File: src/tcp_segment_checker_top_macros.svh
// ----------------------------------------------------------------------------
// tcp segment checker assertion macros
// shared concurrent assertion forms, clocked on the rising edge and
// disabled while the synchronous reset is low
// ----------------------------------------------------------------------------
`ifndef TCP_SEGMENT_CHECKER_TOP_MACROS_SVH
`define TCP_SEGMENT_CHECKER_TOP_MACROS_SVH

// antecedent and consequent in the same cycle
`define TSC_ASSERT_SAME(label, clk, rst_n, ante, cons) \
    label: assert property (@(posedge clk) disable iff (!rst_n) (ante) |-> (cons)) \
        else $error("tcp segment checker: same-cycle check failed");

// consequent in the cycle after the antecedent
`define TSC_ASSERT_NEXT(label, clk, rst_n, ante, cons) \
    label: assert property (@(posedge clk) disable iff (!rst_n) (ante) |=> (cons)) \
        else $error("tcp segment checker: next-cycle check failed");

`endif

File: src/tsc_pkg.sv
// ----------------------------------------------------------------------------
// tcp segment checker package
// widths, constants and the per-segment summary passed between stages
// ----------------------------------------------------------------------------
package tsc_pkg;

    localparam int HEADER_BYTES = 20;
    localparam int HDR_IDX_W    = 5;
    localparam int CNT_W        = 16;
    localparam int WORD_W       = 16;
    // eight 16-bit words summed at the final beat need three extra bits
    localparam int WIDE_W       = 19;
    localparam int IN_TDATA_W   = 80;
    localparam int OUT_TDATA_W  = 168;

    localparam logic [WORD_W-1:0] SUM_ONES = 16'hFFFF;

    typedef struct packed {
        logic [15:0]       source_port;
        logic [15:0]       dest_port;
        logic [31:0]       seq_number;
        logic [31:0]       ack_number;
        logic [7:0]        flag_bits;
        logic [15:0]       window_value;
        logic [15:0]       checksum_value;
        logic [15:0]       urgent_value;
        logic [15:0]       payload_length;
        logic              long_enough;
        logic [WIDE_W-1:0] wide_sum;
    } t_seg_result;

    typedef struct packed {
        logic [CNT_W-1:0] byte_count;
        logic             wrapped;
    } t_trk_status;

endpackage

File: src/tcp_segment_checker_top.sv
// ----------------------------------------------------------------------------
// tcp segment checker
// parses the tcp header from a byte stream and verifies the internet checksum
// including the ipv4 pseudo-header, one result beat per segment
// ----------------------------------------------------------------------------
// throughput: one byte beat per cycle, set by the single running-sum adder in the
// tracker, while no final beat waits for room in the mid register; results drain
// from the input register through a mid register and an output register
// reset: synchronous active-low i_rst_n clears the counter, running sum and all
// valid flags; captured header bytes are not cleared
// ----------------------------------------------------------------------------
module tcp_segment_checker_top (
    input  logic                             i_clk,
    input  logic                             i_rst_n,
    // slave side: one segment byte per beat
    input  logic                             s_axis_tvalid,
    output logic                             s_axis_tready,
    // [7:0] data_byte, [39:8] src_address, [71:40] dst_address, [79:72] proto_number
    input  logic [tsc_pkg::IN_TDATA_W-1:0]   s_axis_tdata,
    input  logic                             s_axis_tlast,
    // master side: one result per segment
    output logic                             m_axis_tvalid,
    input  logic                             m_axis_tready,
    // [15:0] source_port, [31:16] dest_port, [63:32] seq_number,
    // [95:64] ack_number, [103:96] flag_bits, [119:104] window_value,
    // [135:120] checksum_value, [151:136] urgent_value, [167:152] payload_length
    output logic [tsc_pkg::OUT_TDATA_W-1:0]  m_axis_tdata,
    // [0] accepted
    output logic [0:0]                       m_axis_tuser
);
    import tsc_pkg::*;

    // input register
    logic                  r_i_valid;
    logic [IN_TDATA_W-1:0] r_i_tdata;
    logic                  r_i_last;

    // mid register: summary of a finished segment
    logic                  r_m_valid;
    t_seg_result           r_m_res;

    // output register
    logic                   r_o_valid;
    logic [OUT_TDATA_W-1:0] r_o_tdata;
    logic                   r_o_accepted;

    logic        o_free;
    logic        m_adv;
    logic        m_free;
    logic        i_adv;
    t_seg_result trk_result;
    t_trk_status trk_status;
    logic        fold_accepted;

    // elastic chain: only the final beat of a segment needs room downstream
    assign o_free        = !r_o_valid || m_axis_tready;
    assign m_adv         = r_m_valid && o_free;
    assign m_free        = !r_m_valid || m_adv;
    assign i_adv         = r_i_valid && (!r_i_last || m_free);
    assign s_axis_tready = !r_i_valid || i_adv;

    always_ff @(posedge i_clk) begin
        if (!i_rst_n) begin
            r_i_valid <= 1'b0;
        end else if (s_axis_tready) begin
            r_i_valid <= s_axis_tvalid;
        end
    end

    always_ff @(posedge i_clk) begin
        if (s_axis_tvalid && s_axis_tready) begin
            r_i_tdata <= s_axis_tdata;
            r_i_last  <= s_axis_tlast;
        end
    end

    tsc_seg_track u_track (
        .i_clk          (i_clk),
        .i_rst_n        (i_rst_n),
        .i_step         (i_adv),
        .i_data_byte    (r_i_tdata[7:0]),
        .i_last         (r_i_last),
        .i_src_address  (r_i_tdata[39:8]),
        .i_dst_address  (r_i_tdata[71:40]),
        .i_proto_number (r_i_tdata[79:72]),
        .o_result       (trk_result),
        .o_status       (trk_status)
    );

    always_ff @(posedge i_clk) begin
        if (!i_rst_n) begin
            r_m_valid <= 1'b0;
        end else if (i_adv && r_i_last) begin
            r_m_valid <= 1'b1;
        end else if (m_adv) begin
            r_m_valid <= 1'b0;
        end
    end

    always_ff @(posedge i_clk) begin
        if (i_adv && r_i_last) begin
            r_m_res <= trk_result;
        end
    end

    // checksum fold and compare between the mid and output registers
    tsc_fold u_fold (
        .i_result   (r_m_res),
        .o_accepted (fold_accepted)
    );

    always_ff @(posedge i_clk) begin
        if (!i_rst_n) begin
            r_o_valid <= 1'b0;
        end else if (m_adv) begin
            r_o_valid <= 1'b1;
        end else if (m_axis_tready) begin
            r_o_valid <= 1'b0;
        end
    end

    always_ff @(posedge i_clk) begin
        if (m_adv) begin
            r_o_tdata <= {r_m_res.payload_length, r_m_res.urgent_value,
                          r_m_res.checksum_value, r_m_res.window_value,
                          r_m_res.flag_bits, r_m_res.ack_number,
                          r_m_res.seq_number, r_m_res.dest_port,
                          r_m_res.source_port};
            r_o_accepted <= fold_accepted;
        end
    end

    assign m_axis_tvalid   = r_o_valid;
    assign m_axis_tdata    = r_o_tdata;
    assign m_axis_tuser[0] = r_o_accepted;

`include "tcp_segment_checker_top_macros.svh"

    // a consumed final beat leaves the tracker ready for a new segment
    `TSC_ASSERT_NEXT(a_seg_restart, i_clk, i_rst_n, i_adv && r_i_last, (trk_status.byte_count == '0) && !trk_status.wrapped)
    // a blocked segment summary is held until the output register frees up
    `TSC_ASSERT_NEXT(a_mid_hold, i_clk, i_rst_n, r_m_valid && !o_free, r_m_valid && $stable(r_m_res))
    // a summary leaving the mid register shows up as a result beat
    `TSC_ASSERT_NEXT(a_mid_to_out, i_clk, i_rst_n, m_adv, m_axis_tvalid)

endmodule

File: src/tsc_seg_track.sv
// ----------------------------------------------------------------------------
// tcp segment tracker
// byte counter, header capture and running ones'-complement sum; builds the
// segment summary with the unfolded pseudo-header total on the final byte
// ----------------------------------------------------------------------------
module tsc_seg_track (
    input  logic                 i_clk,
    input  logic                 i_rst_n,
    input  logic                 i_step,
    input  logic [7:0]           i_data_byte,
    input  logic                 i_last,
    input  logic [31:0]          i_src_address,
    input  logic [31:0]          i_dst_address,
    input  logic [7:0]           i_proto_number,
    output tsc_pkg::t_seg_result o_result,
    output tsc_pkg::t_trk_status o_status
);
    import tsc_pkg::*;

    logic [CNT_W-1:0]  r_byte_count;
    logic [WORD_W-1:0] r_word_sum;
    logic [7:0]        r_pending;
    logic              r_wrapped;
    logic [7:0]        r_hdr [HEADER_BYTES];

    logic [CNT_W-1:0]  n_byte_count;
    logic [WORD_W-1:0] n_word_sum;
    logic              n_wrapped;
    logic [7:0]        n_hdr [HEADER_BYTES];
    logic [WORD_W-1:0] data_word;
    logic [WORD_W:0]   run_sum;
    logic              capture;
    logic [WIDE_W-1:0] wide_sum;
    logic              long_enough;

    assign n_byte_count = r_byte_count + 16'd1;
    assign n_wrapped    = r_wrapped || (n_byte_count == '0);
    assign capture      = !r_wrapped && (r_byte_count < CNT_W'(HEADER_BYTES));

    // even position opens a word, odd position closes it; odd final byte pads low
    always_comb begin
        if (r_byte_count[0]) begin
            data_word = {r_pending, i_data_byte};
        end else if (i_last) begin
            data_word = {i_data_byte, 8'h00};
        end else begin
            data_word = '0;
        end
    end

    // end-around carry keeps the running sum at 16 bits
    assign run_sum    = {1'b0, r_word_sum} + {1'b0, data_word};
    assign n_word_sum = run_sum[WORD_W-1:0] + WORD_W'(run_sum[WORD_W]);

    always_comb begin
        for (int k = 0; k < HEADER_BYTES; k++) begin
            if (capture && (r_byte_count[HDR_IDX_W-1:0] == HDR_IDX_W'(k))) begin
                n_hdr[k] = i_data_byte;
            end else begin
                n_hdr[k] = r_hdr[k];
            end
        end
    end

    // wide total folded later: same result as an end-around add per word
    assign wide_sum = WIDE_W'(r_word_sum) + WIDE_W'(data_word)
                    + WIDE_W'(i_src_address[31:16]) + WIDE_W'(i_src_address[15:0])
                    + WIDE_W'(i_dst_address[31:16]) + WIDE_W'(i_dst_address[15:0])
                    + WIDE_W'(i_proto_number) + WIDE_W'(n_byte_count);

    assign long_enough = n_wrapped || (n_byte_count >= CNT_W'(HEADER_BYTES));

    always_comb begin
        o_result             = '0;
        o_result.long_enough = long_enough;
        o_result.wide_sum    = wide_sum;
        if (long_enough) begin
            o_result.source_port    = {n_hdr[0], n_hdr[1]};
            o_result.dest_port      = {n_hdr[2], n_hdr[3]};
            o_result.seq_number     = {n_hdr[4], n_hdr[5], n_hdr[6], n_hdr[7]};
            o_result.ack_number     = {n_hdr[8], n_hdr[9], n_hdr[10], n_hdr[11]};
            o_result.flag_bits      = n_hdr[13];
            o_result.window_value   = {n_hdr[14], n_hdr[15]};
            o_result.checksum_value = {n_hdr[16], n_hdr[17]};
            o_result.urgent_value   = {n_hdr[18], n_hdr[19]};
            o_result.payload_length = n_byte_count - CNT_W'(HEADER_BYTES);
        end
    end

    assign o_status.byte_count = r_byte_count;
    assign o_status.wrapped    = r_wrapped;

    always_ff @(posedge i_clk) begin
        if (!i_rst_n) begin
            r_byte_count <= '0;
            r_word_sum   <= '0;
            r_pending    <= '0;
            r_wrapped    <= 1'b0;
        end else if (i_step) begin
            if (i_last) begin
                r_byte_count <= '0;
                r_word_sum   <= '0;
                r_pending    <= '0;
                r_wrapped    <= 1'b0;
            end else begin
                r_byte_count <= n_byte_count;
                r_word_sum   <= n_word_sum;
                r_wrapped    <= n_wrapped;
                if (!r_byte_count[0]) begin
                    r_pending <= i_data_byte;
                end
            end
        end
    end

    // header bytes hold their contents across segments
    always_ff @(posedge i_clk) begin
        if (i_step) begin
            r_hdr <= n_hdr;
        end
    end

endmodule

File: src/tsc_fold.sv
// ----------------------------------------------------------------------------
// tcp segment checksum fold
// folds the wide pseudo-header total to 16 bits and checks for all ones on a segment holding a full header
// ----------------------------------------------------------------------------
module tsc_fold (
    input  tsc_pkg::t_seg_result i_result,
    output logic                 o_accepted
);
    import tsc_pkg::*;

    logic [WORD_W:0]   fold_one;
    logic [WORD_W-1:0] fold_two;

    // total stays below 2^19, so two folds settle it
    assign fold_one   = {1'b0, i_result.wide_sum[WORD_W-1:0]}
                      + (WORD_W+1)'(i_result.wide_sum[WIDE_W-1:WORD_W]);
    assign fold_two   = fold_one[WORD_W-1:0] + WORD_W'(fold_one[WORD_W]);
    assign o_accepted = i_result.long_enough && (fold_two == SUM_ONES);

endmodule
File: config.mk
export PLATFORM = sky130hd
export DESIGN_NAME = tcp_segment_checker_top
export DESIGN_NICKNAME = d
export VERILOG_FILES = /design/src/tsc_pkg.sv /design/src/tcp_segment_checker_top.sv /design/src/tsc_seg_track.sv /design/src/tsc_fold.sv
export VERILOG_INCLUDE_DIRS = /design/src /design/src/src
export SDC_FILE = /design/constraint.sdc
export NUM_CORES = 1
export LEC_CHECK = 0
export BUFFER_PORTS_ARGS = -buffer_cell sky130_fd_sc_hd__buf_2
export CAP_MARGIN = 30
export CORE_MARGIN = 2
export CORE_UTILIZATION = 45
export DETAILED_ROUTE_END_ITERATION = 8
export PLACE_DENSITY = 0.6
export SETUP_SLACK_MARGIN = 0.3
export SLEW_MARGIN = 20
export SYNTH_ARGS = -nofsm -noshare
export SYNTH_HDL_FRONTEND = slang
export SYNTH_HIERARCHICAL = 1
export SYNTH_SLANG_ARGS = --single-unit
File: constraint.sdc
create_clock -name i_clk -period 13.25 [get_ports i_clk]
set_input_delay 2.65 -clock i_clk [delete_from_list [all_inputs] [get_ports i_clk]]
set_output_delay 2.65 -clock i_clk [all_outputs]
set_load 0.05 [all_outputs]
==> results of run 1 <==
sequential cells by signal, summed over array words and instances (netlist names):
register	count
m_axis_tdata	168
m_axis_tuser	1
m_axis_tvalid	1
r_i_last	1
r_i_tdata	80
r_i_valid	1
r_m_res	188
r_m_valid	1
u_track/r_byte_count	16
u_track/r_hdr	152
u_track/r_pending	8
u_track/r_word_sum	16
u_track/r_wrapped	1
cell type report:
cell class | instances | area, sq um
Fill cell | 5284 | 29860
Sequential cell | 634 | 18600
Multi-Input combinational cell | 1020 | 8808
Clock buffer | 85 | 1808
Timing Repair Buffer | 277 | 1475
Tap cell | 846 | 1059
Inverter | 198 | 744.5
Clock inverter | 39 | 498.0
routing by layer:
| metal | vias up | GRT usage, % |
|---|---|---|
| met5 | - | 0 |
| met4 | 2 | 5.182 |
| met3 | 97 | 3.218 |
| met2 | 467 | 30.92 |
| met1 | 8002 | 25.61 |
| li1 | 7406 | - |
worst max path at each step:
stage                                        endpoint                                  from  slack (ns)  cells past startpoint
detailed placement                      s_axis_tready                         m_axis_tready        7.18                      4
finish                                  s_axis_tready                         m_axis_tready        7.17                      4
floorplan           u_track/r_pending[0]$_SDFFE_PN0P_                         m_axis_tready        1.65                      7
CTS                                     s_axis_tready                         m_axis_tready        7.17                      4
global placement                        s_axis_tready                         m_axis_tready        7.17                      4
global route                    r_m_res[15]$_DFFE_PP_  u_track/r_byte_count[0]$_SDFFE_PN0P_        6.92                     19
power breakdown:
| part | switching, mW | internal (mW) | total (mW) |
|---|---|---|---|
| Combinational | 0.615 | 0.420 | 1.03 |
| Sequential | 0.0546 | 2.31 | 2.37 |
| Clock | 0.803 | 1.13 | 1.93 |
==> summary.txt, run 1 <==
Hold path
  • Hold path cells: 0
  • Hold path startpoint: r_m_res[25]$_DFFE_PP_
  • Worst hold path type: flip-flop to flip-flop
  • Hold Crit Endpoint: m_axis_tdata[157]$_DFFE_PP_

Power
  • Max IR drop VDD: 126.5 uV
  • Tot Pwr: 5.333 mW
  • Power per cell area: 161.7 nW/um^2
  • Leakage: 12.47 nW

Logic synthesis
  • Net count after synthesis: 2154
  • Mapped Area: 28470 sq um
  • Gate Count Post-Synth: 1922
  • Ys Warns: 6
  • Avg Cell Area, Syn: 14.81 sq um

Clock network
  • Clock tree buffer depth: 3
  • Hold-fix buffers, CTS: 0
  • Setup bufs post-CTS: 0
  • Worst-path clk slew: 0.07 ns
  • Root Buffer: clkbuf_16
  • TritonCTS buffer count: 70
  • CTS tree: done
  • CTS sink count: 634
  • CTS H-tree depth: 3
  • Clock insertion delay at the later pin of the skew report: 0.62 ns
  • CTS resizes: 0

Drt
  • Total wire length: 61.43 mm
  • Metal3 WL: 2.968 mm
  • Max Used Layer: met5
  • Residual DRC: 0
  • Post-route met1 wirelength: 27.56 mm
  • Initial drt markers: 1040
  • Final ANT Viol Nets: 0
  • Routed wire per std cell: 19.82 um
  • Routed vias: 15970
  • First-pass DRT Iterations: 8
  • Vias per std cell: 5.155
  • Met2 routed WL: 29.53 mm

GRT
  • Number of global-route vias before repair: 16250
  • Largest net degree at the start of global routing: 169
  • Initial antenna violation count: 2
  • Global route overflow: 0
  • First-pass GRT wire length: 93.87 mm
  • GRT Util Overall: 18.70%

Die
  • Initial Util: 45.30%
  • DIE WIDTH: 255.5 um
  • Die Area: 65290 sq um
  • Die H: 255.5 um
  • Core area: 62850 sq um
  • IO Pins: 256
  • Standard-cell rows: 92

Critical path
  • Critical Path End Type: primary output
  • Startpoint Class: input pin
  • Top delay family on crit path: simple AND/OR/NAND/NOR gates
  • Worst EP required: 10.60 ns
  • Max stage delay on crit path: 0.34 ns
  • CP cell instances: buf_2 -> and3b_1 -> nand3_1 -> buf_2
  • Worst R2R End: r_m_res[15]$_DFFE_PP_
  • Critical path's slowest cell: and3b_1
  • Worst R2R Setup Slack: 7.26 ns
  • CP max FO: 3
  • WP data arrival: 3.43 ns
  • Critical path buffer and inverter count: 2
  • FF-to-FF path depth: 19
  • WS Path Type: input pin to primary output
  • Worst r2r src: u_track/r_byte_count[0]$_SDFFE_PN0P_
  • Cell mode on critical path: buf_2

Finish
  • Finished Layout Cells: 3099
  • Share of cells above drive strength 1: 25.03%
  • N_diodes: 0
  • Most frequent cells in the layout: 590 x edfxtp_1, 255 x buf_2, 195 x inv_1
  • Final instance area: 32990 sq um
  • Layout Nets: 2433
  • Commonest non-fill, non-tap cell in the layout: edfxtp_1
  • Core Util, Final: 52.49%
  • Area grow syn2layout: 15.88%

Placement
  • IO buf count: 255
  • Placed Area: 30650 sq um
  • Pre-CTS setup slack: 7.177 ns
  • Placed Cells: 2973
  • Post-DP HPWL: 41.07 mm
  • Gpl congestion: 0.8521

Timing
  • Least-Margin Pin Slew: 1.067 ns
  • Clock Skew: 0.02234 ns
  • Final worst slack: 7.170 ns
  • Fmax: 164.5 MHz
  • Total negative setup slack: 0 ns
  • Worst slew margin: 28.88%
  • Final Cycle Share: 45.89%
  • Unrepaired setup endpoints after global routing: false
  • Final setup vio count: 0
  • Crit path time final: 6.080 ns
  • Final count of hold timing violations: 0
  • Final slew viol count: 0
  • Hold_ws: 0.4151 ns

Job
  • Max-cap violations: 0

Status
  • Outcome: finished clean
Note: power is estimated with default switching activity, not from simulation.
==> run 2: changes to the inputs <==
==> constraint.sdc (replaced) <==
create_clock -name i_clk -period 6.26 [get_ports i_clk]
set_input_delay 1.252 -clock i_clk [delete_from_list [all_inputs] [get_ports i_clk]]
set_output_delay 1.252 -clock i_clk [all_outputs]
set_load 0.05 [all_outputs]
==> run 2 against run 1 <==
Sequential share of layout area fell by 0.16 points. Cell count did not move. Clock power grew 120%. Critical path type is now flip-flop to flip-flop. First-iteration DRC count increased by 4.6%. Die area stayed put. Critical endpoint is now r_m_res[15]$_DFFE_PP_. Count of clock-buffer cells in the layout increased by 1. Routed wire length grew 1.0%. Via count is 0.41% lower. Hold slack lost 0.0027 ns. Final area is 0.28% higher. Clock skew down 0.0014 ns. Core utilization up 0.15 points.
==> summary.txt, run 2 (synthesis results as in run 1) <==
GRT
  • Largest net degree at the start of global routing: 169
  • Global route overflow: 0
  • GRT Util Overall: 19.18%
  • Met2 Resource Use GR: 32.13%
  • First-pass GRT wire length: 96.41 mm
  • Grt met3 use: 3.308%
  • Initial antenna violation count: 2
  • Met1 Resource Use GR: 26.10%
  • Number of global-route vias before repair: 16470
  • GR peak layer: met2

Status
  • Outcome: finished clean

Die
  • Die Area: 65290 sq um
  • Core area: 62850 sq um
  • DIE WIDTH: 255.5 um
  • Standard-cell rows: 92
  • IO Pins: 256
  • Die H: 255.5 um
  • Initial Util: 45.30%

Critical path
  • Max stage delay on crit path: 0.58 ns
  • Startpoint Class: flip-flop
  • WS Path Type: flip-flop to flip-flop
  • Critical Path End Type: flip-flop
  • CP max FO: 14
  • Critical path's slowest cell: dfxtp_1
  • Worst r2r src: u_track/r_byte_count[2]$_SDFFE_PN0P_
  • Cell mode on critical path: fa_1
  • Worst EP required: 6.69 ns
  • FF-to-FF path depth: 18
  • Worst R2R Setup Slack: 0.63 ns
  • Worst Setup EP: r_m_res[15]$_DFFE_PP_
  • WP data arrival: 6.06 ns
  • Setup crit start: u_track/r_byte_count[2]$_SDFFE_PN0P_
  • Worst R2R End: r_m_res[15]$_DFFE_PP_
  • CP cell instances: nand4_1 -> nor2_2 -> and3_1 -> xnor2_1 -> fa_1 -> inv_1 -> fa_1 -> fa_1 -> inv_1 -> fa_1 -> inv_1 -> ha_1 -> and3_1 -> o311ai_0 -> a31oi_1 -> and2_1 -> o21ai_0 -> a221oi_1

Drt
  • Final ANT Viol Nets: 0
  • First-pass DRT Iterations: 5
  • Routed wire per std cell: 20.02 um
  • Initial drt markers: 1088
  • Routed vias: 15910
  • Vias per std cell: 5.134
  • Residual DRC: 0
  • Total wire length: 62.04 mm

Finish
  • FF/Latch Area: 18600 sq um
  • Area grow syn2layout: 16.21%
  • Layout Nets: 2432
  • Largest Register: r_m_res
  • Share of cells above drive strength 1: 25.21%
  • N_diodes: 0
  • Commonest non-fill, non-tap cell in the layout: edfxtp_1
  • Largest register FFs: 188
  • Most frequent cells in the layout: 590 x edfxtp_1, 256 x buf_2, 195 x inv_1
  • Layout fillers: 5291
  • Multi-input logic area: 8816 sq um

Clock network
  • CTS tree: done
  • Root Buffer: clkbuf_16
  • CTS resizes: 0
  • Clock tree buffer depth: 3
  • Worst-path clk slew: 0.06 ns
  • TritonCTS buffer count: 70
  • Clock insertion delay at the later pin of the skew report: 0.62 ns
  • Setup bufs post-CTS: 0
  • Hold-fix buffers, CTS: 0
  • CTS H-tree depth: 3
  • CTS sink count: 634

Timing
  • Crit path time final: 5.632 ns
  • Final setup vio count: 0
  • Final count of hold timing violations: 0
  • Fmax: 177.6 MHz
  • Least-Margin Pin Slew: 1.175 ns
  • Final slew viol count: 0
  • Unrepaired setup endpoints after global routing: false
  • Clock Skew: 0.02091 ns
  • Worst slew margin: 21.66%
  • Total negative setup slack: 0 ns
  • Final Cycle Share: 89.97%
  • Final worst slack: 0.6278 ns

Power
  • Clock network fraction of total power: 36.7%
  • Leakage: 12.50 nW
  • Int Pwr: 8.252 mW
  • Comb power frac: 19.1%
  • Max IR drop VDD: 241.2 uV
  • Psw: 3.108 mW
  • Switching part of the total power: 27.36%
  • Part of the power in registers: 44.2%
  • Power per cell area: 343.3 nW/um^2

Placement
  • IO buf count: 255
  • Pre-CTS setup slack: 0.5415 ns
  • Gpl congestion: 0.8443
  • Post-DP HPWL: 42.64 mm

Job
  • Max-cap violations: 0

Hold path
  • Worst hold path type: flip-flop to flip-flop
-- run 2: worst max-delay path: cells and delay by family (launching register included) --
family          cells  cell delay [ns]
compound gates      4             0.98
simple gates        5             1.18
xor+xnor            1             0.19
flops               1             0.58
fa+ha+maj           5             2.33
buf+inv             3             0.18
-- run 2: how the worst min path moves through the flow --
stage / from / end / cells after the start
after floorplan: r_m_res[172]$_DFFE_PP_ / m_axis_tdata[0]$_DFFE_PP_ / 0
after global placement: r_m_res[143]$_DFFE_PP_ / m_axis_tdata[51]$_DFFE_PP_ / 0
after detailed placement: r_m_res[76]$_DFFE_PP_ / m_axis_tdata[112]$_DFFE_PP_ / 0
after CTS: r_m_res[45]$_DFFE_PP_ / m_axis_tdata[145]$_DFFE_PP_ / 0
after global routing: r_m_res[45]$_DFFE_PP_ / m_axis_tdata[145]$_DFFE_PP_ / 0
final: r_m_res[45]$_DFFE_PP_ / m_axis_tdata[145]$_DFFE_PP_ / 0
-- run 2: area by class of cell --
class | count | area share [%]
clock buffer | 86 | 5.571
multi-input combinational | 1020 | 26.65
tap | 846 | 3.199
timing repair buffer | 276 | 4.523
inverter | 198 | 2.250
clock inverter | 39 | 1.592
sequential | 634 | 56.22
-- run 2: per-layer routing --
layer | vias up | routed length, um
met5 | - | 0
met4 | 0 | 1172
met3 | 87 | 2761
met2 | 381 | 30580
met1 | 8025 | 27530
li1 | 7416 | -
-- run 2: power groups by stage --
stage               clock network (mW)  registers, mW  logic (mW)
floorplan                            0           5.11        1.62
global placement                     0           5.10        2.14
detailed placement                   0           5.11        2.17
CTS                               4.30           5.02        2.19
global route                      4.46           5.04        2.48
finish                            4.17           5.02        2.17
-- run 2: stage by stage --
| stage | area, sq um | std cells | hold slack [ns] | utilization (%) | power [mW] |
|---|---|---|---|---|---|
| 5_1_grt | 33080 | 3099 | 0.4048 | 52.64 | 11.97 |
| 2_1_floorplan | 28490 | 1922 | 0.4003 | - | 6.733 |
| 6_report | 33080 | 3099 | 0.4124 | 52.64 | 11.36 |
| 4_1_cts | 33030 | 3096 | 0.4106 | 52.55 | 11.51 |
| 3_3_place_gp | 30660 | 2971 | 0.4014 | 48.78 | 7.239 |
| 3_5_place_dp | 30660 | 2971 | 0.4045 | 48.78 | 7.280 |
==> run 3: changes to the inputs <==
--- a/config.mk
+++ b/config.mk
@@ -6,11 +6,13 @@
 export SDC_FILE = /design/constraint.sdc
 export NUM_CORES = 1
 export LEC_CHECK = 0
+export ABC_AREA = 1
 export BUFFER_PORTS_ARGS = -buffer_cell sky130_fd_sc_hd__buf_2
 export CAP_MARGIN = 30
 export CORE_MARGIN = 2
 export CORE_UTILIZATION = 45
 export DETAILED_ROUTE_END_ITERATION = 8
+export GPL_TIMING_DRIVEN = 1
 export PLACE_DENSITY = 0.6
 export SETUP_SLACK_MARGIN = 0.3
 export SLEW_MARGIN = 20
==> run 3 against run 2 <==
Synthesized area grew 1.3%. Via count grew 14%. Sequential share of layout area shrank 0.42 points. Combinational power grew 3%. Maximum frequency grew 3.9%. Cell count grew 20%. Global-route usage grew 0.80 points. Critical path depth grew 1. Clock skew shrank 0.0069 ns. Count of clock-buffer cells in the layout is the same. Critical path type unchanged. Largest cell class unchanged.
==> summary.txt, run 3 <==
Timing
  • Unrepaired setup endpoints after global routing: false
  • Clock Skew: 0.01397 ns
  • Total negative setup slack: 0 ns
  • Final Cycle Share: 86.63%
  • Final slew viol count: 0
  • Final count of hold timing violations: 0
  • Least-Margin Pin Slew: 1.006 ns
  • Fmax: 184.4 MHz
  • Crit path time final: 5.423 ns
  • Worst slew margin: 32.91%
  • Final setup vio count: 0

Power
  • Max IR drop VDD: 228.9 uV
  • Leakage: 14.90 nW
  • Power per cell area: 339.9 nW/um^2

Critical path
  • Worst R2R Setup Slack: 0.84 ns
  • Critical Path End Type: flip-flop
  • Worst EP required: 6.59 ns
  • Crit. path cell count: 19
  • Critical path's slowest cell: dfxtp_1
  • Critical path buffer and inverter count: 3
  • WP data arrival: 5.75 ns
  • Worst Setup EP: r_m_res[17]$_DFFE_PP_
  • FF-to-FF path depth: 19
  • Max stage delay on crit path: 0.67 ns
  • Worst R2R End: r_m_res[17]$_DFFE_PP_
  • CP max FO: 18
  • Startpoint Class: flip-flop
  • Cell mode on critical path: fa_1
  • Top delay family on crit path: adder cells
  • Setup crit start: u_track/r_byte_count[4]$_SDFFE_PN0P_
  • CP cell instances: nand2_1 -> nor2_4 -> nand2_2 -> nor2_1 -> nand2_1 -> xor2_2 -> inv_1 -> fa_1 -> inv_1 -> fa_1 -> fa_1 -> fa_1 -> inv_1 -> ha_1 -> a21oi_1 -> o21ai_0 -> a21oi_1 -> o21ai_0 -> xor2_1
  • Worst r2r src: u_track/r_byte_count[4]$_SDFFE_PN0P_
  • WS Path Type: flip-flop to flip-flop

GRT
  • First-pass GRT wire length: 102.2 mm
  • Number of global-route vias before repair: 17990
  • Global route overflow: 0
  • GRT Util Overall: 19.99%
  • Largest net degree at the start of global routing: 170
  • Initial antenna violation count: 0

Clock network
  • CTS sink count: 634
  • CTS tree: done
  • Setup bufs post-CTS: 0
  • Root Buffer: clkbuf_16
  • CTS H-tree depth: 3
  • Clock tree buffer depth: 3
  • Worst-path clk slew: 0.06 ns
  • TritonCTS buffer count: 71
  • Clock insertion delay at the later pin of the skew report: 0.59 ns
  • CTS resizes: 0
  • Hold-fix buffers, CTS: 0

Drt
  • First-pass DRT Iterations: 6
  • Total wire length: 65.54 mm
  • Routed vias: 18180
  • Vias per std cell: 4.890
  • Initial drt markers: 1478
  • Routed wire per std cell: 17.63 um
  • Final ANT Viol Nets: 0
  • Residual DRC: 0

Finish
  • N_diodes: 0
  • Core Util, Final: 52.74%
  • Finished Layout Cells: 3717
  • Most frequent cells in the layout: 590 x edfxtp_1, 502 x inv_1, 472 x nand2_1
  • Share of cells above drive strength 1: 14.87%
  • Layout fillers: 5562
  • Area grow syn2layout: 15.52%
  • Largest Register: r_m_res
  • Layout Nets: 3047
  • Final instance area: 33330 sq um
  • Largest register FFs: 188
  • Commonest non-fill, non-tap cell in the layout: edfxtp_1

Die
  • Initial Util: 45.66%
  • DIE WIDTH: 257.2 um
  • Die H: 257.2 um
  • Core area: 63200 sq um
  • Standard-cell rows: 92
  • Die Area: 66160 sq um
  • IO Pins: 256

Status
  • Outcome: finished clean

Placement
  • Placed Area: 30990 sq um
  • Post-DP HPWL: 45.30 mm
  • IO buf count: 255
  • Gpl congestion: 0.8679
  • Placed Cells: 3587

Logic synthesis
  • Avg Cell Area, Syn: 11.37 sq um
  • Gate Count Post-Synth: 2538
  • Net count after synthesis: 2770
  • Ys Warns: 6
  • Mapped Area: 28850 sq um

Hold path
  • Worst hold path type: flip-flop to flip-flop
  • Hold path startpoint: r_m_res[20]$_DFFE_PP_

Job
  • Max-cap violations: 0
## run 3: changes by cell type in the layout (fill, tap and decap cells not counted), moves of 18 or more
cell / previous run / this run
nand3_1: 32 / 73
o21ai_0: 27 / 124
o21a_1: 7 / 33
inv_1: 195 / 502
and2_1: 154 / 0
nand2_1: 65 / 472
nor2b_1: 51 / 0
xnor2_1: 40 / 6
nor2_1: 57 / 239
mux2_2: 152 / 0
a21oi_1: 33 / 63
a22oi_1: 18 / 0
## run 3: final cells by class
class	instances	area (sq um)	share of cell area (%)
clock inverter	43	420.4	1.261
sequential	634	18600	55.80
timing repair buffer	274	1484	4.452
inverter	509	1919	5.758
multi-input combinational	1325	7955	23.87
clock buffer	86	1897	5.691
tap	846	1059	3.176
## run 3: per-layer routing
layer  vias up  wire length, um  global-route usage (%)
met3        95             4149                   3.970
met2       516            29790                   31.09
met1      8758            30120                   28.86
met4         0             1470                   5.120
met5         -                0                       0
li1       8806                -                       -
## run 3: how the worst min path moves through the flow
stage                                   to  slack (ns)  cells past startpoint
5_1_grt        m_axis_tdata[153]$_DFFE_PP_        0.42                      0
2_1_floorplan    m_axis_tdata[0]$_DFFE_PP_        0.40                      0
6_report       m_axis_tdata[152]$_DFFE_PP_        0.41                      0
4_1_cts         m_axis_tdata[22]$_DFFE_PP_        0.41                      0
3_3_place_gp    m_axis_tdata[15]$_DFFE_PP_        0.40                      0
3_5_place_dp   m_axis_tdata[107]$_DFFE_PP_        0.40                      0
## run 3: per-stage QoR
stage	worst slack (ns)	hold slack [ns]	power, mW
final	0.8368	0.4114	11.33
after global routing	0.4496	0.4180	11.92
after CTS	0.8362	0.4142	11.42
after detailed placement	0.8571	0.4045	7.275
after global placement	0.9477	0.4010	7.240
after floorplan	0.6225	0.4003	6.670
## run 3: power breakdown
group / switching, mW / leakage [nW] / internal [mW]
clock network: 1.65 / 1.13 / 2.46
registers: 0.105 / 5.61 / 4.89
logic: 1.46 / 8.16 / 0.777
total: 3.21 / 14.9 / 8.12
